### src/hdl/column_l2_normalizer_core_assert.svh
// Assertion macros shared by the column L2 normalizer RTL.
`ifndef COLUMN_L2_NORMALIZER_CORE_ASSERT_SVH
`define COLUMN_L2_NORMALIZER_CORE_ASSERT_SVH

`ifndef SYNTHESIS
// Plain property check on the rising edge, disabled while reset is asserted.
`define CL2N_ASSERT(lbl, clk_sig, rst_n_sig, prop) \
	lbl: assert property (@(posedge clk_sig) disable iff (!rst_n_sig) (prop)) \
		else $error("column_l2_normalizer_core: assertion failed");
// Overlapping implication built on the macro above.
`define CL2N_ASSERT_IMPLY(lbl, clk_sig, rst_n_sig, ante, cons) \
	`CL2N_ASSERT(lbl, clk_sig, rst_n_sig, (ante) |-> (cons))
`else
`define CL2N_ASSERT(lbl, clk_sig, rst_n_sig, prop)
`define CL2N_ASSERT_IMPLY(lbl, clk_sig, rst_n_sig, ante, cons)
`endif

`endif

### src/hdl/cl2n_pkg.sv
// Types and constants shared by the column L2 normalizer modules.
`timescale 1ns / 1ps

package cl2n_pkg;

	localparam int COLUMNS   = 4;
	localparam int COL_W     = 2;
	localparam int MODE_W    = 2;
	localparam int SAMPLE_W  = 16;
	localparam int SQUARE_W  = 2 * SAMPLE_W;
	localparam int SUM_W     = 40;
	localparam int ROOT_W    = SUM_W / 2;
	localparam int RESULT_W  = 16;

	localparam logic [SUM_W-1:0]    SUM_MAX    = {SUM_W{1'b1}};
	localparam logic [RESULT_W-1:0] RESULT_MAX = {RESULT_W{1'b1}};

	typedef enum logic [MODE_W-1:0] {
		MODE_CLEAR = 2'd0,
		MODE_ACCUM = 2'd1,
		MODE_NORM  = 2'd2
	} mode_t;

	typedef enum logic [2:0] {
		CORE_IDLE,
		CORE_SQUARE,
		CORE_ADD,
		CORE_NORM,
		CORE_OUT
	} core_state_t;

	typedef enum logic [2:0] {
		UNIT_IDLE,
		UNIT_ROOT,
		UNIT_PREP,
		UNIT_DIV,
		UNIT_DONE
	} unit_state_t;

	typedef struct packed {
		logic busy;
		logic done;
	} unit_stat_t;

endpackage

### src/hdl/cl2n_root_div.sv
// Serial square root of a column sum followed by a serial division of the sample by the root.
`timescale 1ns / 1ps
`include "column_l2_normalizer_core_assert.svh"

module cl2n_root_div import cl2n_pkg::*; (
	input  logic                clk,
	input  logic                arst_n,
	input  logic                start,
	input  logic [SUM_W-1:0]    sum,
	input  logic [SAMPLE_W-1:0] sample,
	output unit_stat_t          stat,
	output logic [RESULT_W-1:0] quotient,
	output logic                zero
);

	localparam int ROOT_STEPS = ROOT_W;
	localparam int DIV_STEPS  = RESULT_W;
	localparam int CNT_W      = $clog2(ROOT_STEPS);
	localparam int REM_W      = ROOT_W + 1;

	unit_state_t state_q, state_d;

	logic [SUM_W-1:0]    rad_q;
	logic [REM_W-1:0]    rem_q;
	logic [ROOT_W-1:0]   root_q;
	logic [CNT_W-1:0]    cnt_q;
	logic [SAMPLE_W-1:0] sample_q;
	logic [RESULT_W-1:0] quo_q;
	logic                zero_q;

	// One root bit per cycle: bring down two radicand bits, try (root << 2) | 1.
	logic [REM_W+1:0] r_ext;
	logic [REM_W+1:0] r_trial;
	logic             r_fit;
	// One quotient bit per cycle: restoring step against the root.
	logic [REM_W-1:0] d_ext;
	logic [REM_W-1:0] d_div;
	logic             d_fit;

	assign r_ext   = {rem_q, rad_q[SUM_W-1 -: 2]};
	assign r_trial = {1'b0, root_q, 2'b01};
	assign r_fit   = (r_ext >= r_trial);
	assign d_ext   = {rem_q[REM_W-2:0], 1'b0};
	assign d_div   = {1'b0, root_q};
	assign d_fit   = (d_ext >= d_div);

	always_comb begin
		state_d = state_q;
		case (state_q)
			UNIT_IDLE: begin
				if (start) begin
					state_d = UNIT_ROOT;
				end
			end
			UNIT_ROOT: begin
				if (cnt_q == CNT_W'(ROOT_STEPS - 1)) begin
					state_d = UNIT_PREP;
				end
			end
			UNIT_PREP: begin
				if ((root_q == '0) || ({{(ROOT_W-SAMPLE_W){1'b0}}, sample_q} >= root_q)) begin
					state_d = UNIT_DONE;
				end else begin
					state_d = UNIT_DIV;
				end
			end
			UNIT_DIV: begin
				if (cnt_q == CNT_W'(DIV_STEPS - 1)) begin
					state_d = UNIT_DONE;
				end
			end
			UNIT_DONE: begin
				state_d = UNIT_IDLE;
			end
			default: begin
				state_d = UNIT_IDLE;
			end
		endcase
	end

	always_comb begin
		stat.busy = (state_q != UNIT_IDLE);
		stat.done = (state_q == UNIT_DONE);
	end

	always_ff @(posedge clk or negedge arst_n) begin
		if (!arst_n) begin
			state_q <= UNIT_IDLE;
		end else begin
			state_q <= state_d;
		end
	end

	always_ff @(posedge clk) begin
		case (state_q)
			UNIT_IDLE: begin
				if (start) begin
					rad_q    <= sum;
					rem_q    <= '0;
					root_q   <= '0;
					cnt_q    <= '0;
					sample_q <= sample;
				end
			end
			UNIT_ROOT: begin
				rad_q <= {rad_q[SUM_W-3:0], 2'b00};
				cnt_q <= cnt_q + 1'b1;
				if (r_fit) begin
					rem_q  <= REM_W'(r_ext - r_trial);
					root_q <= {root_q[ROOT_W-2:0], 1'b1};
				end else begin
					rem_q  <= r_ext[REM_W-1:0];
					root_q <= {root_q[ROOT_W-2:0], 1'b0};
				end
			end
			UNIT_PREP: begin
				cnt_q  <= '0;
				rem_q  <= {{(REM_W-SAMPLE_W){1'b0}}, sample_q};
				zero_q <= (root_q == '0);
				if (root_q == '0) begin
					quo_q <= '0;
				end else begin
					quo_q <= RESULT_MAX;
				end
			end
			UNIT_DIV: begin
				cnt_q <= cnt_q + 1'b1;
				if (d_fit) begin
					rem_q <= d_ext - d_div;
					quo_q <= {quo_q[RESULT_W-2:0], 1'b1};
				end else begin
					rem_q <= d_ext;
					quo_q <= {quo_q[RESULT_W-2:0], 1'b0};
				end
			end
			default: begin
			end
		endcase
	end

	assign quotient = quo_q;
	assign zero     = zero_q;

	// The root remainder never exceeds twice the partial root.
	`CL2N_ASSERT_IMPLY(a_root_rem_bound, clk, arst_n, state_q == UNIT_ROOT,
		rem_q <= {root_q, 1'b0})
	// During division the remainder stays below the divisor.
	`CL2N_ASSERT_IMPLY(a_div_rem_bound, clk, arst_n, state_q == UNIT_DIV,
		rem_q < {1'b0, root_q})
	// A zero norm always comes with a zero quotient.
	`CL2N_ASSERT_IMPLY(a_zero_result, clk, arst_n, stat.done && zero_q, quo_q == '0)

endmodule

### src/hdl/column_l2_normalizer_core.sv
// Top level of the column L2 normalizer: handshake, column sums, serial squarer and result register.
// A clear item is handled in the idle state; an accumulate item runs the serial square, then an add step.
// A normalize item shows its result on m_axis after the root, divide and control steps; the divide
// is skipped when the norm is zero or the result saturates.
// The core takes no new item until the last one is through, so the bit-serial root and divide unit bounds the rate.
// Reset (arst_n low, asynchronous) clears all column sums, overflow marks, control and valid state.
`timescale 1ns / 1ps
`include "column_l2_normalizer_core_assert.svh"

module column_l2_normalizer_core import cl2n_pkg::*; (
	input  logic        clk,
	input  logic        arst_n,
	// Input items.
	input  logic        s_axis_tvalid,
	output logic        s_axis_tready,
	input  logic [15:0] s_axis_tdata,   // [15:0] sample (unsigned Q8.8)
	input  logic [3:0]  s_axis_tuser,   // [1:0] mode, [3:2] column
	// Result items.
	output logic        m_axis_tvalid,
	input  logic        m_axis_tready,
	output logic [15:0] m_axis_tdata,   // [15:0] normalized (unsigned Q0.16)
	output logic [3:0]  m_axis_tuser    // [1:0] out_column, [2] zero_norm, [3] sum_overflow
);

	localparam int SQ_STEPS = SAMPLE_W;
	localparam int SQ_CNT_W = $clog2(SQ_STEPS);

	// Unpacked input fields.
	logic [MODE_W-1:0]   in_mode;
	logic [COL_W-1:0]    in_col;
	logic [SAMPLE_W-1:0] in_sample;
	logic                in_accept;

	assign in_sample = s_axis_tdata[SAMPLE_W-1:0];
	assign in_mode   = s_axis_tuser[MODE_W-1:0];
	assign in_col    = s_axis_tuser[MODE_W +: COL_W];
	assign in_accept = s_axis_tvalid && s_axis_tready;

	core_state_t state_q, state_d;

	// Per-column state. Each column keeps a 40-bit sum of squares and a sticky overflow mark.
	logic [SUM_W-1:0] sums_q [COLUMNS];
	logic             col_ovf_q [COLUMNS];

	// Item registers for the accumulate and normalize paths.
	logic [COL_W-1:0]    col_q;
	logic [SAMPLE_W-1:0] smpl_q;
	logic [SAMPLE_W-1:0] mplr_q;
	logic [SQUARE_W-1:0] prod_q;
	logic [SQ_CNT_W-1:0] sq_cnt_q;
	logic                norm_ovf_q;

	// Output register: holds a finished result while the core takes the next item.
	logic                m_valid_q;
	logic [RESULT_W-1:0] m_norm_q;
	logic [COL_W-1:0]    m_col_q;
	logic                m_zero_q;
	logic                m_ovf_q;

	// Control decoded from the state machine.
	logic ctl_ready;
	logic ctl_start;
	logic ctl_add;
	logic ctl_load;
	logic out_free;

	unit_stat_t          unit_stat;
	logic [RESULT_W-1:0] unit_quo;
	logic                unit_zero;

	// The sums have a single read port: the incoming column while idle, the held column otherwise.
	logic [COL_W-1:0] rd_col;
	logic [SUM_W-1:0] rd_sum;
	assign rd_col = (state_q == CORE_IDLE) ? in_col : col_q;
	assign rd_sum = sums_q[rd_col];

	// The serial squarer adds the sample into the upper half when the current multiplier bit is
	// set, then shifts the product right by one; after 16 steps prod_q holds sample * sample.
	logic [SAMPLE_W:0] sq_hi;
	assign sq_hi = {1'b0, prod_q[SQUARE_W-1 -: SAMPLE_W]}
		+ {1'b0, (mplr_q[0] ? smpl_q : {SAMPLE_W{1'b0}})};

	// Saturating sum update; a carry out of 40 bits means the sum passed its maximum.
	logic [SUM_W:0] add_sum;
	logic           add_carry;
	assign add_sum   = {1'b0, rd_sum} + {{(SUM_W+1-SQUARE_W){1'b0}}, prod_q};
	assign add_carry = add_sum[SUM_W];

	assign out_free = !m_valid_q || m_axis_tready;

	always_comb begin
		state_d = state_q;
		case (state_q)
			CORE_IDLE: begin
				if (in_accept) begin
					case (in_mode)
						MODE_ACCUM: state_d = CORE_SQUARE;
						MODE_NORM:  state_d = CORE_NORM;
						default:    state_d = CORE_IDLE;
					endcase
				end
			end
			CORE_SQUARE: begin
				if (sq_cnt_q == SQ_CNT_W'(SQ_STEPS - 1)) begin
					state_d = CORE_ADD;
				end
			end
			CORE_ADD: begin
				state_d = CORE_IDLE;
			end
			CORE_NORM: begin
				if (unit_stat.done) begin
					state_d = CORE_OUT;
				end
			end
			CORE_OUT: begin
				if (out_free) begin
					state_d = CORE_IDLE;
				end
			end
			default: begin
				state_d = CORE_IDLE;
			end
		endcase
	end

	always_comb begin
		ctl_ready = (state_q == CORE_IDLE);
		ctl_start = (state_q == CORE_IDLE) && in_accept && (in_mode == MODE_NORM);
		ctl_add   = (state_q == CORE_ADD);
		ctl_load  = (state_q == CORE_OUT) && out_free;
	end

	assign s_axis_tready = ctl_ready;

	always_ff @(posedge clk or negedge arst_n) begin
		if (!arst_n) begin
			state_q <= CORE_IDLE;
		end else begin
			state_q <= state_d;
		end
	end

	// Column sums and marks: a clear item wipes every column at once, the add step updates one.
	always_ff @(posedge clk or negedge arst_n) begin
		if (!arst_n) begin
			for (int k = 0; k < COLUMNS; k++) begin
				sums_q[k]    <= '0;
				col_ovf_q[k] <= 1'b0;
			end
		end else if (ctl_ready && in_accept && (in_mode == MODE_CLEAR)) begin
			for (int k = 0; k < COLUMNS; k++) begin
				sums_q[k]    <= '0;
				col_ovf_q[k] <= 1'b0;
			end
		end else if (ctl_add) begin
			if (add_carry) begin
				sums_q[col_q]    <= SUM_MAX;
				col_ovf_q[col_q] <= 1'b1;
			end else begin
				sums_q[col_q] <= add_sum[SUM_W-1:0];
			end
		end
	end

	// Item registers and the serial squarer.
	always_ff @(posedge clk) begin
		if (ctl_ready && in_accept) begin
			col_q      <= in_col;
			smpl_q     <= in_sample;
			mplr_q     <= in_sample;
			prod_q     <= '0;
			sq_cnt_q   <= '0;
			norm_ovf_q <= col_ovf_q[in_col];
		end else if (state_q == CORE_SQUARE) begin
			prod_q   <= {sq_hi, prod_q[SAMPLE_W-1:1]};
			mplr_q   <= {1'b0, mplr_q[SAMPLE_W-1:1]};
			sq_cnt_q <= sq_cnt_q + 1'b1;
		end
	end

	// Root and divide unit. It takes the sum and sample in the cycle the item is accepted.
	cl2n_root_div u_root_div (
		.clk      (clk),
		.arst_n   (arst_n),
		.start    (ctl_start),
		.sum      (rd_sum),
		.sample   (in_sample),
		.stat     (unit_stat),
		.quotient (unit_quo),
		.zero     (unit_zero)
	);

	// Result register with its valid flag.
	always_ff @(posedge clk or negedge arst_n) begin
		if (!arst_n) begin
			m_valid_q <= 1'b0;
		end else if (ctl_load) begin
			m_valid_q <= 1'b1;
		end else if (m_axis_tready) begin
			m_valid_q <= 1'b0;
		end
	end

	always_ff @(posedge clk) begin
		if (ctl_load) begin
			m_norm_q <= unit_quo;
			m_col_q  <= col_q;
			m_zero_q <= unit_zero;
			m_ovf_q  <= norm_ovf_q;
		end
	end

	assign m_axis_tvalid = m_valid_q;
	assign m_axis_tdata  = m_norm_q;
	assign m_axis_tuser  = {m_ovf_q, m_zero_q, m_col_q};

	// The unit is only started when it has finished its previous item.
	`CL2N_ASSERT_IMPLY(a_start_when_free, clk, arst_n, ctl_start, !unit_stat.busy)
	// A result is never loaded over one that has not been taken.
	`CL2N_ASSERT_IMPLY(a_no_overwrite, clk, arst_n, ctl_load, !m_valid_q || m_axis_tready)
	// A saturating add leaves its column at the maximum sum with the mark set.
	`CL2N_ASSERT_IMPLY(a_saturate, clk, arst_n, ctl_add && add_carry,
		##1 (sums_q[col_q] == SUM_MAX) && col_ovf_q[col_q])
	// The result stage is entered only after the unit reported completion.
	`CL2N_ASSERT_IMPLY(a_out_after_done, clk, arst_n,
		(state_q == CORE_OUT) && ($past(state_q) == CORE_NORM), $past(unit_stat.done))

endmodule

### config.mk
export PLATFORM = sky130hd
export DESIGN_NAME = column_l2_normalizer_core
export DESIGN_NICKNAME = d
export VERILOG_FILES = /design/src/hdl/cl2n_pkg.sv /design/src/hdl/cl2n_root_div.sv /design/src/hdl/column_l2_normalizer_core.sv
export VERILOG_INCLUDE_DIRS = /design/src /design/src/hdl
export SDC_FILE = /design/constraint.sdc
export NUM_CORES = 1
export LEC_CHECK = 0
export BUFFER_PORTS_ARGS = -buffer_cell sky130_fd_sc_hd__buf_2
export CORE_AREA = 2 2 216 218
export DETAILED_ROUTE_END_ITERATION = 16
export DIE_AREA = 0 0 218 220
export GPL_ROUTABILITY_DRIVEN = 0
export SLEW_MARGIN = 15
export SYNTH_ARGS = -nofsm -noshare
export SYNTH_HDL_FRONTEND = slang
export SYNTH_SLANG_ARGS = --single-unit
### constraint.sdc
create_clock -name clk -period 5.4 [get_ports clk]
set_clock_uncertainty 0.05 [all_clocks]
set_input_delay 0.27 -clock clk [delete_from_list [all_inputs] [get_ports clk]]
set_output_delay 0.27 -clock clk [all_outputs]
set_load 0.1 [all_outputs]
# After elaboration in Yosys (flattened, before gate mapping)
# Cells that the tools add are included.
# classes
add_sub_neg	6
order_cmp	7
n_eq_ne	20
mux	48
bitwise	5
reduce_logical	29
# op_table
operator	n
two-way mux 160 bit	3
bitwise mux 160 bit	1
two-way mux 40 bit	4
OR 160 bit	1
one-hot mux 21 bit (4 select lines)	1
binary-select mux 40 bit (select 2 bit)	1
demux 40 bit (select 2 bit)	1
one-hot mux 40 bit (2 select lines)	1
two-way mux 16 bit	4
two-way mux 21 bit	3
adder 40 x 32 -> 41 bit	1
one-hot mux 20 bit (2 select lines)	1
one-hot mux 16 bit (2 select lines)	1
two-way mux 3 bit	8
one-hot mux 3 bit (4 select lines)	2
greater-or-equal comparator 23 x 22 -> 1 bit	1
greater-or-equal comparator 21 x 20 -> 1 bit	1
subtractor 21 x 20 -> 21 bit	1
subtractor 21 bit	1
greater-or-equal comparator 16 x 20 -> 1 bit	1
zero test 20 bit	1
two-way mux 20 bit	1
adder 16 x 16 -> 17 bit	1
one-hot mux 5 bit (3 select lines)	1
35 further kinds	73
# word_totals
ff_bits	381
input_bits	24
wordCells	143

# Logic depth before layout (Yosys ltp)
# depth
depth_word	11
mapped_depth	20
depth_no_buf	15

# Hierarchy
# A second synthesis with hierarchy kept.
# unflattened
cells_unflattened	2278
hier_area_um2	21451.8
# by_module_without_submodules
module	n_inst	cells_per_inst	area_each_um2	seq_area_each_um2
column_l2_normalizer_core	1	1484	13618.1	6576.3
cl2n_root_div	1	794	7833.8	3648.5

# Worst setup path after synthesis
# OpenSTA, ideal clock, no wires.
# synth_path
path_type	register -> register
from	reg state_q[1]
to	reg sums_q[155] (netlist bit)
setup_time_ns	0.137
arrival_time_ns	5.731
required_ns	5.213
setup_slack_ns	-0.518
stages_incl_launch_ff	20
path_buffers	5
synth_period_minus_slack_ns	5.918
cell_sequence	dfrtp_1 > buf_6 > or3_4 > buf_12 > inv_8 > mux2i_4 > buf_6 > buf_1 > mux4_2 > ha_1 > a211oi_1 > o211ai_2 > a2111oi_0 > or2_1 > o31ai_1 > a211oi_1 > nor3_4 > buf_2 > nor4_4 > a21oi_1
# synth_between
elab_chain_len	11
elab_cells_between_ends	16
classes_between	add/sub (1); eq/ne (1); mux (8); bitwise (1); reduce/logical (5)
# synth_lines
item	line	text
start, declared	column_l2_normalizer_core.sv:39	core_state_t state_q, state_d;
start signal, assigned	column_l2_normalizer_core.sv:140	state_q <= state_d;
zero test 3 bit (*)	column_l2_normalizer_core.sv:128	ctl_ready = (state_q == CORE_IDLE);
named net s_axis_tready	column_l2_normalizer_core.sv:15	output logic s_axis_tready,
two-way mux 2 bit	column_l2_normalizer_core.sv:74	assign rd_col = (state_q == CORE_IDLE) ? in_col : col_q;
inverter 2 -> 3 bit (not written as such)	column_l2_normalizer_core.sv:75	assign rd_sum = sums_q[rd_col];
binary-select mux 40 bit (select 2 bit)	column_l2_normalizer_core.sv:75	
two-way mux 40 bit (not written as such) (2 in a row)	column_l2_normalizer_core.sv:75	
adder 40 x 32 -> 41 bit	column_l2_normalizer_core.sv:86	assign add_sum = {1'b0, rd_sum} + {{(SUM_W+1-SQUARE_W){1'b0}}, prod_q};
bitwise mux 160 bit	column_l2_normalizer_core.sv:161	sums_q[col_q] <= add_sum[SUM_W-1:0];
two-way mux 160 bit	column_l2_normalizer_core.sv:157	if (add_carry) begin
two-way mux 160 bit	column_l2_normalizer_core.sv:156	end else if (ctl_add) begin
two-way mux 160 bit	column_l2_normalizer_core.sv:151	end else if (ctl_ready && in_accept && (in_mode == MODE_CLEAR)) begin
end signal, assigned by index	column_l2_normalizer_core.sv:161	
end, declared	column_l2_normalizer_core.sv:42	logic [SUM_W-1:0] sums_q [COLUMNS];
# Mark *: on every way through the listed nets, which the timed path passes. The rest lies on a longest branch. The select of a mux whose other input is x is not followed.
# A chain may end at the register's enable or synchronous reset.

# Worst setup path in the final report
# layout_path
from	reg state_q[1]
to	reg sums_q[158] (netlist bit)
# layout_between
elab_chain_len	11
elab_cells_between_ends	16
classes_between	add/sub (1); eq/ne (1); mux (8); bitwise (1); reduce/logical (5)
# layout_lines
item	line
zero test 3 bit	column_l2_normalizer_core.sv:74, column_l2_normalizer_core.sv:128
two-way mux 2 bit	column_l2_normalizer_core.sv:74
inverter 2 -> 3 bit (not written as such)	column_l2_normalizer_core.sv:75
binary-select mux 40 bit (select 2 bit)	column_l2_normalizer_core.sv:75
two-way mux 40 bit (not written as such) (2 in a row)	column_l2_normalizer_core.sv:75
adder 40 x 32 -> 41 bit	column_l2_normalizer_core.sv:86
bitwise mux 160 bit	column_l2_normalizer_core.sv:161
two-way mux 160 bit	column_l2_normalizer_core.sv:157
two-way mux 160 bit	column_l2_normalizer_core.sv:156
two-way mux 160 bit	column_l2_normalizer_core.sv:151
# Parallel ways exist; a longest one is shown, timed or not. The select of a mux whose other input is x is not followed.

==> flow_summary.toml <==
[setup_path]
worst_ep_arrival_time_ns = 5.57
worstPathCellList = "or3_4, inv_8, mux2i_4, buf_12, buf_4, mux4_2, ha_2, nand2_1, o21ai_0, a2111oi_2, buf_4, or2_1, o31ai_2, a211oi_2, buf_4, or4_4, nor3b_1, o22a_1"
critical-path-slowest-cell = "sky130_fd_sc_hd__or4_4"
path_max_fanout = 11
cp_data_required_time_ns = 5.79
critical_path_sink_type = "register"
timing.critical_path.slowest_cell_delay_ns = 0.57
timing.reg2reg.setup_slack_ns = 0.22
cp-start-kind = "register"
worst_r2r_path_depth = 18
terminus_of_the_critical_flop_to_flop_path = "sums_q[158]$_DFFE_PN0P_"
worstSetupPathType = "reg -> reg"
critical_path.reg2reg.startpoint = "state_q[1]$_DFFE_PN0P_"
critical_path.most_common_cell = "sky130_fd_sc_hd__buf_4"

[route]
route.antenna.remaining_nets = 0
post_drt_wl_per_cell_um = 18.9
dr.pass1.iters = 5
drt-vias-per-instance = 5.83
num_vias = 16300
detail_route.wirelength_um = 53000
first_iter_violations = 955
drcViolationCount = 0

[global_route]
grt_remaining_overflow = 0
total_routing_resource_utilization_after_global_routing_pct = 22.3
grt_antenna_before_repair = 0
first_pass_grt_wire_length_um = 85500
grt_start_max_net_pins = 88
grt_pass1_vias = 16100

[floorplanning]
core_um2 = 45900
fp.dieH_um = 220
num_io_pins = 46
rows = 79
die_area_um2 = 48000
start_util_pct = 46.2
die_w_um = 218

[hold_path]
timing.hold.worst.class = "in -> reg"
holdCritStartpoint = "s_axis_tvalid"
hold_path_end = "state_q[1]$_DFFE_PN0P_"
min_path_cells = 3

[synthesis]
synth.lib_cells_used.distinct = 80
postSynth.asyncResetShare_pct = 44.9
ys_seq_area_share_pct = 48.3
synth_flop_cell = "sky130_fd_sc_hd__edfxtp_1"
synth_enable_flop_cells = 174
synth_warnings = 0
top_cell_type_by_total_area_after_synthesis = "sky130_fd_sc_hd__edfxtp_1"
postSynthAreaPerCell_um2 = 10.0
synth.net_count = 2254
ffs_latches_synth = 381
syn-cell-area_um2 = 21200
synthesized_netlist_cell_count = 2113
synth_top_area_share_pct = 24.7
biggest_area_contributors_in_the_synthesized_netlist = "sky130_fd_sc_hd__edfxtp_1 25%, sky130_fd_sc_hd__dfrtp_1 20%, sky130_fd_sc_hd__ha_1 6.7%, sky130_fd_sc_hd__a21oi_1 5.9%, sky130_fd_sc_hd__o21ai_0 5.4%"

[sta]
grt_setup_unrepaired = "no"
finalWorstSetupSlack_ns = 0.220
finalHoldViolations = 0
setup-tns-final_ns = 0
worst_slew_pin_slew_ns = 1.16
slew_viol_final = 0
max_freq_ghz = 0.193
timing.final.crit_period_ns = 5.18
timing.hold.ws_ns = 0.0402
min_period_over_period_pct = 95.9
max_slew_margin_pct = 22.7
finalSetupViolations = 0

[cells_and_area]
antennaDiodeCount = 0
final_cell_area_um2 = 23900
drive_gt1_share_pct = 11.3
syn2layout_area_growth_pct = 12.9
layout.nets = 2301

[cts]
clock_tree.buffer_depth = 3
cts_root_buf = "sky130_fd_sc_hd__clkbuf_16"
tritoncts.num_buffers = 44
cts.reportedPaths.clkPinSlew_ns = 0.06
clock_sink_count = 381
ctsHtreeMaxLevel = 2
tritoncts_clock_tree = "built"
clock_latency_ns = 0.57

[placement]
postPlaceCellArea_um2 = 22200
place_worst_setup_slack_ns = -0.00128
detailed_place_hpwl_um = 35800
io_port_bufs = 45

[flow_run]
timing.max_cap.violations = 0

[run_status]
status = "finished clean"
[worst max-delay path, delay by kind of cell, from the launching register on]
kind	cells	cell delay (ns)
AND/OR/NAND/NOR	5	1.48
AO/OA/AOI/OAI	5	1.10
buffers and inverters	5	0.82
multiplexers	2	0.79
adder cells (fa/ha/maj)	1	0.40
flip-flops	1	0.38
[logic make-up (layout without fill, tap and decap cells)]
kind of cell,after synthesis,in the layout,share of synthesized area [%]
AO/OA/AOI/OAI,684,684,19.1
multiplexers,98,98,6.80
AND/OR/NAND/NOR,589,589,12.5
buffers and inverters,169,250,3.26
flip-flops,381,381,48.3
XOR/XNOR,75,75,3.10
adder cells (fa/ha/maj),117,117,7.02
[state kept, by name (all words and copies together), names as in the netlist]
name,cells
mplr_q,16
m_zero_q,1
m_ovf_q,1
m_axis_tdata,16
norm_ovf_q,1
u_root_div.zero,1
col_ovf_q,4
prod_q,32
u_root_div.cnt_q,5
col_q,2
sq_cnt_q,4
u_root_div.root_q,20
u_root_div.rad_q,40
state_q,3
u_root_div.rem_q,21
u_root_div.quotient,16
sums_q,160
u_root_div.state_q,3
u_root_div.sample_q,16
smpl_q,16
m_col_q,2
m_axis_tvalid,1
[routing by layer]
metal  global-route usage [%]  vias up  wire [um]
met5                        0        -          0
met2                     38.7      336      26200
met4                     7.28        0       1290
met3                     2.65       86       2020
li1                         -     7844          -
met1                     29.0     8051      23500
[worst max-delay path by stage]
stage                                 from                       to  slack (ns)  depth (start not counted)
global placement    state_q[1]$_DFFE_PN0P_  sums_q[149]$_DFFE_PN0P_       0.007                         17
detailed placement  state_q[1]$_DFFE_PN0P_  sums_q[149]$_DFFE_PN0P_      -0.001                         17
global route        state_q[1]$_DFFE_PN0P_   sums_q[75]$_DFFE_PN0P_       0.005                         18
finish              state_q[1]$_DFFE_PN0P_  sums_q[158]$_DFFE_PN0P_        0.22                         18
CTS                 state_q[1]$_DFFE_PN0P_  sums_q[151]$_DFFE_PN0P_      -0.004                         18
floorplan           state_q[1]$_DFFE_PN0P_  sums_q[158]$_DFFE_PN0P_       0.008                         19
[synth_stat cells, types with 5 or more instances]
library cell,n
sky130_fd_sc_hd__o41ai_1,6
sky130_fd_sc_hd__a21o_1,36
sky130_fd_sc_hd__mux4_2,35
sky130_fd_sc_hd__inv_1,53
sky130_fd_sc_hd__nor2_1,147
sky130_fd_sc_hd__a211oi_1,15
sky130_fd_sc_hd__ha_1,114
sky130_fd_sc_hd__buf_2,8
sky130_fd_sc_hd__a21oi_1,248
sky130_fd_sc_hd__nor2b_1,9
sky130_fd_sc_hd__o22ai_1,8
sky130_fd_sc_hd__and3_1,18
sky130_fd_sc_hd__a221o_1,6
sky130_fd_sc_hd__dfrtp_1,171
sky130_fd_sc_hd__mux2i_1,58
sky130_fd_sc_hd__nor4_1,6
sky130_fd_sc_hd__nor3b_1,6
sky130_fd_sc_hd__o211ai_1,12
sky130_fd_sc_hd__nand3_1,24
sky130_fd_sc_hd__a2111oi_0,5
sky130_fd_sc_hd__nand2b_1,11
sky130_fd_sc_hd__buf_1,11
sky130_fd_sc_hd__o21bai_1,8
sky130_fd_sc_hd__nor3_1,29
sky130_fd_sc_hd__xor2_1,25
sky130_fd_sc_hd__o31ai_1,7
sky130_fd_sc_hd__clkbuf_1,91
sky130_fd_sc_hd__or3_1,10
sky130_fd_sc_hd__nand2_1,275
sky130_fd_sc_hd__and2_1,24
sky130_fd_sc_hd__edfxtp_1,174
sky130_fd_sc_hd__dfxtp_1,36
sky130_fd_sc_hd__xnor2_1,50
sky130_fd_sc_hd__nand4_1,11
sky130_fd_sc_hd__o21a_1,30
sky130_fd_sc_hd__o21ai_0,228
sky130_fd_sc_hd__a31oi_1,16
sky130_fd_sc_hd__a211o_1,9
[cell usage in the layout, fill, tap and decap left out, types with 7 or more instances in the layout]
cell type	instances
sky130_fd_sc_hd__edfxtp_1	174
sky130_fd_sc_hd__a21o_1	36
sky130_fd_sc_hd__nor3_1	27
sky130_fd_sc_hd__ha_1	113
sky130_fd_sc_hd__buf_2	44
sky130_fd_sc_hd__or3_1	10
sky130_fd_sc_hd__nor2_1	144
sky130_fd_sc_hd__a211o_1	9
sky130_fd_sc_hd__a211oi_1	12
sky130_fd_sc_hd__mux4_2	35
sky130_fd_sc_hd__nand3_1	24
sky130_fd_sc_hd__nand2b_1	11
sky130_fd_sc_hd__mux2i_1	56
sky130_fd_sc_hd__clkbuf_8	7
sky130_fd_sc_hd__dfrtp_1	171
sky130_fd_sc_hd__inv_1	52
sky130_fd_sc_hd__xor2_1	25
sky130_fd_sc_hd__a31oi_1	16
sky130_fd_sc_hd__clkbuf_1	12
sky130_fd_sc_hd__o211ai_1	12
sky130_fd_sc_hd__nand2_1	272
sky130_fd_sc_hd__and2_1	24
sky130_fd_sc_hd__buf_4	45
sky130_fd_sc_hd__dlygate4sd3_1	19
sky130_fd_sc_hd__and3_1	17
sky130_fd_sc_hd__nand4_1	11
sky130_fd_sc_hd__o21bai_1	8
sky130_fd_sc_hd__buf_12	7
sky130_fd_sc_hd__o22ai_1	8
sky130_fd_sc_hd__nor2b_1	9
sky130_fd_sc_hd__o21a_1	30
sky130_fd_sc_hd__dfxtp_1	36
sky130_fd_sc_hd__xnor2_1	50
sky130_fd_sc_hd__a21oi_1	245
sky130_fd_sc_hd__clkbuf_16	45
sky130_fd_sc_hd__o21ai_0	227
sky130_fd_sc_hd__clkinv_2	8
[stage by stage]
step / utilization [%] / std cells
finish: 52.1 / 2801
global route: 52.1 / 2801
CTS: 52.0 / 2796
detailed placement: 48.5 / 2697
global placement: 48.5 / 2697
floorplan: - / 2113
[repair_timing]
item	CTS	global route
hold endpoints to repair	134	0
hold buffers	19	0
setup endpoints to repair	4	156
setup buffers	0	5
gates resized for setup	1	10
pin swaps	1	4
[cell type report]
cell class	instances	area, um2
Sequential cell	381	10200
Tap cell	607	759
Multi-Input combinational cell	1563	10400
Inverter	54	210
Clock inverter	16	135
Clock buffer	64	1270
Timing Repair Buffer	116	900
Fill cell	4216	22000
Power is left out: the tool's default activity adds up to more than one toggle a clock period on the data nets, which glitch-free logic cannot reach.
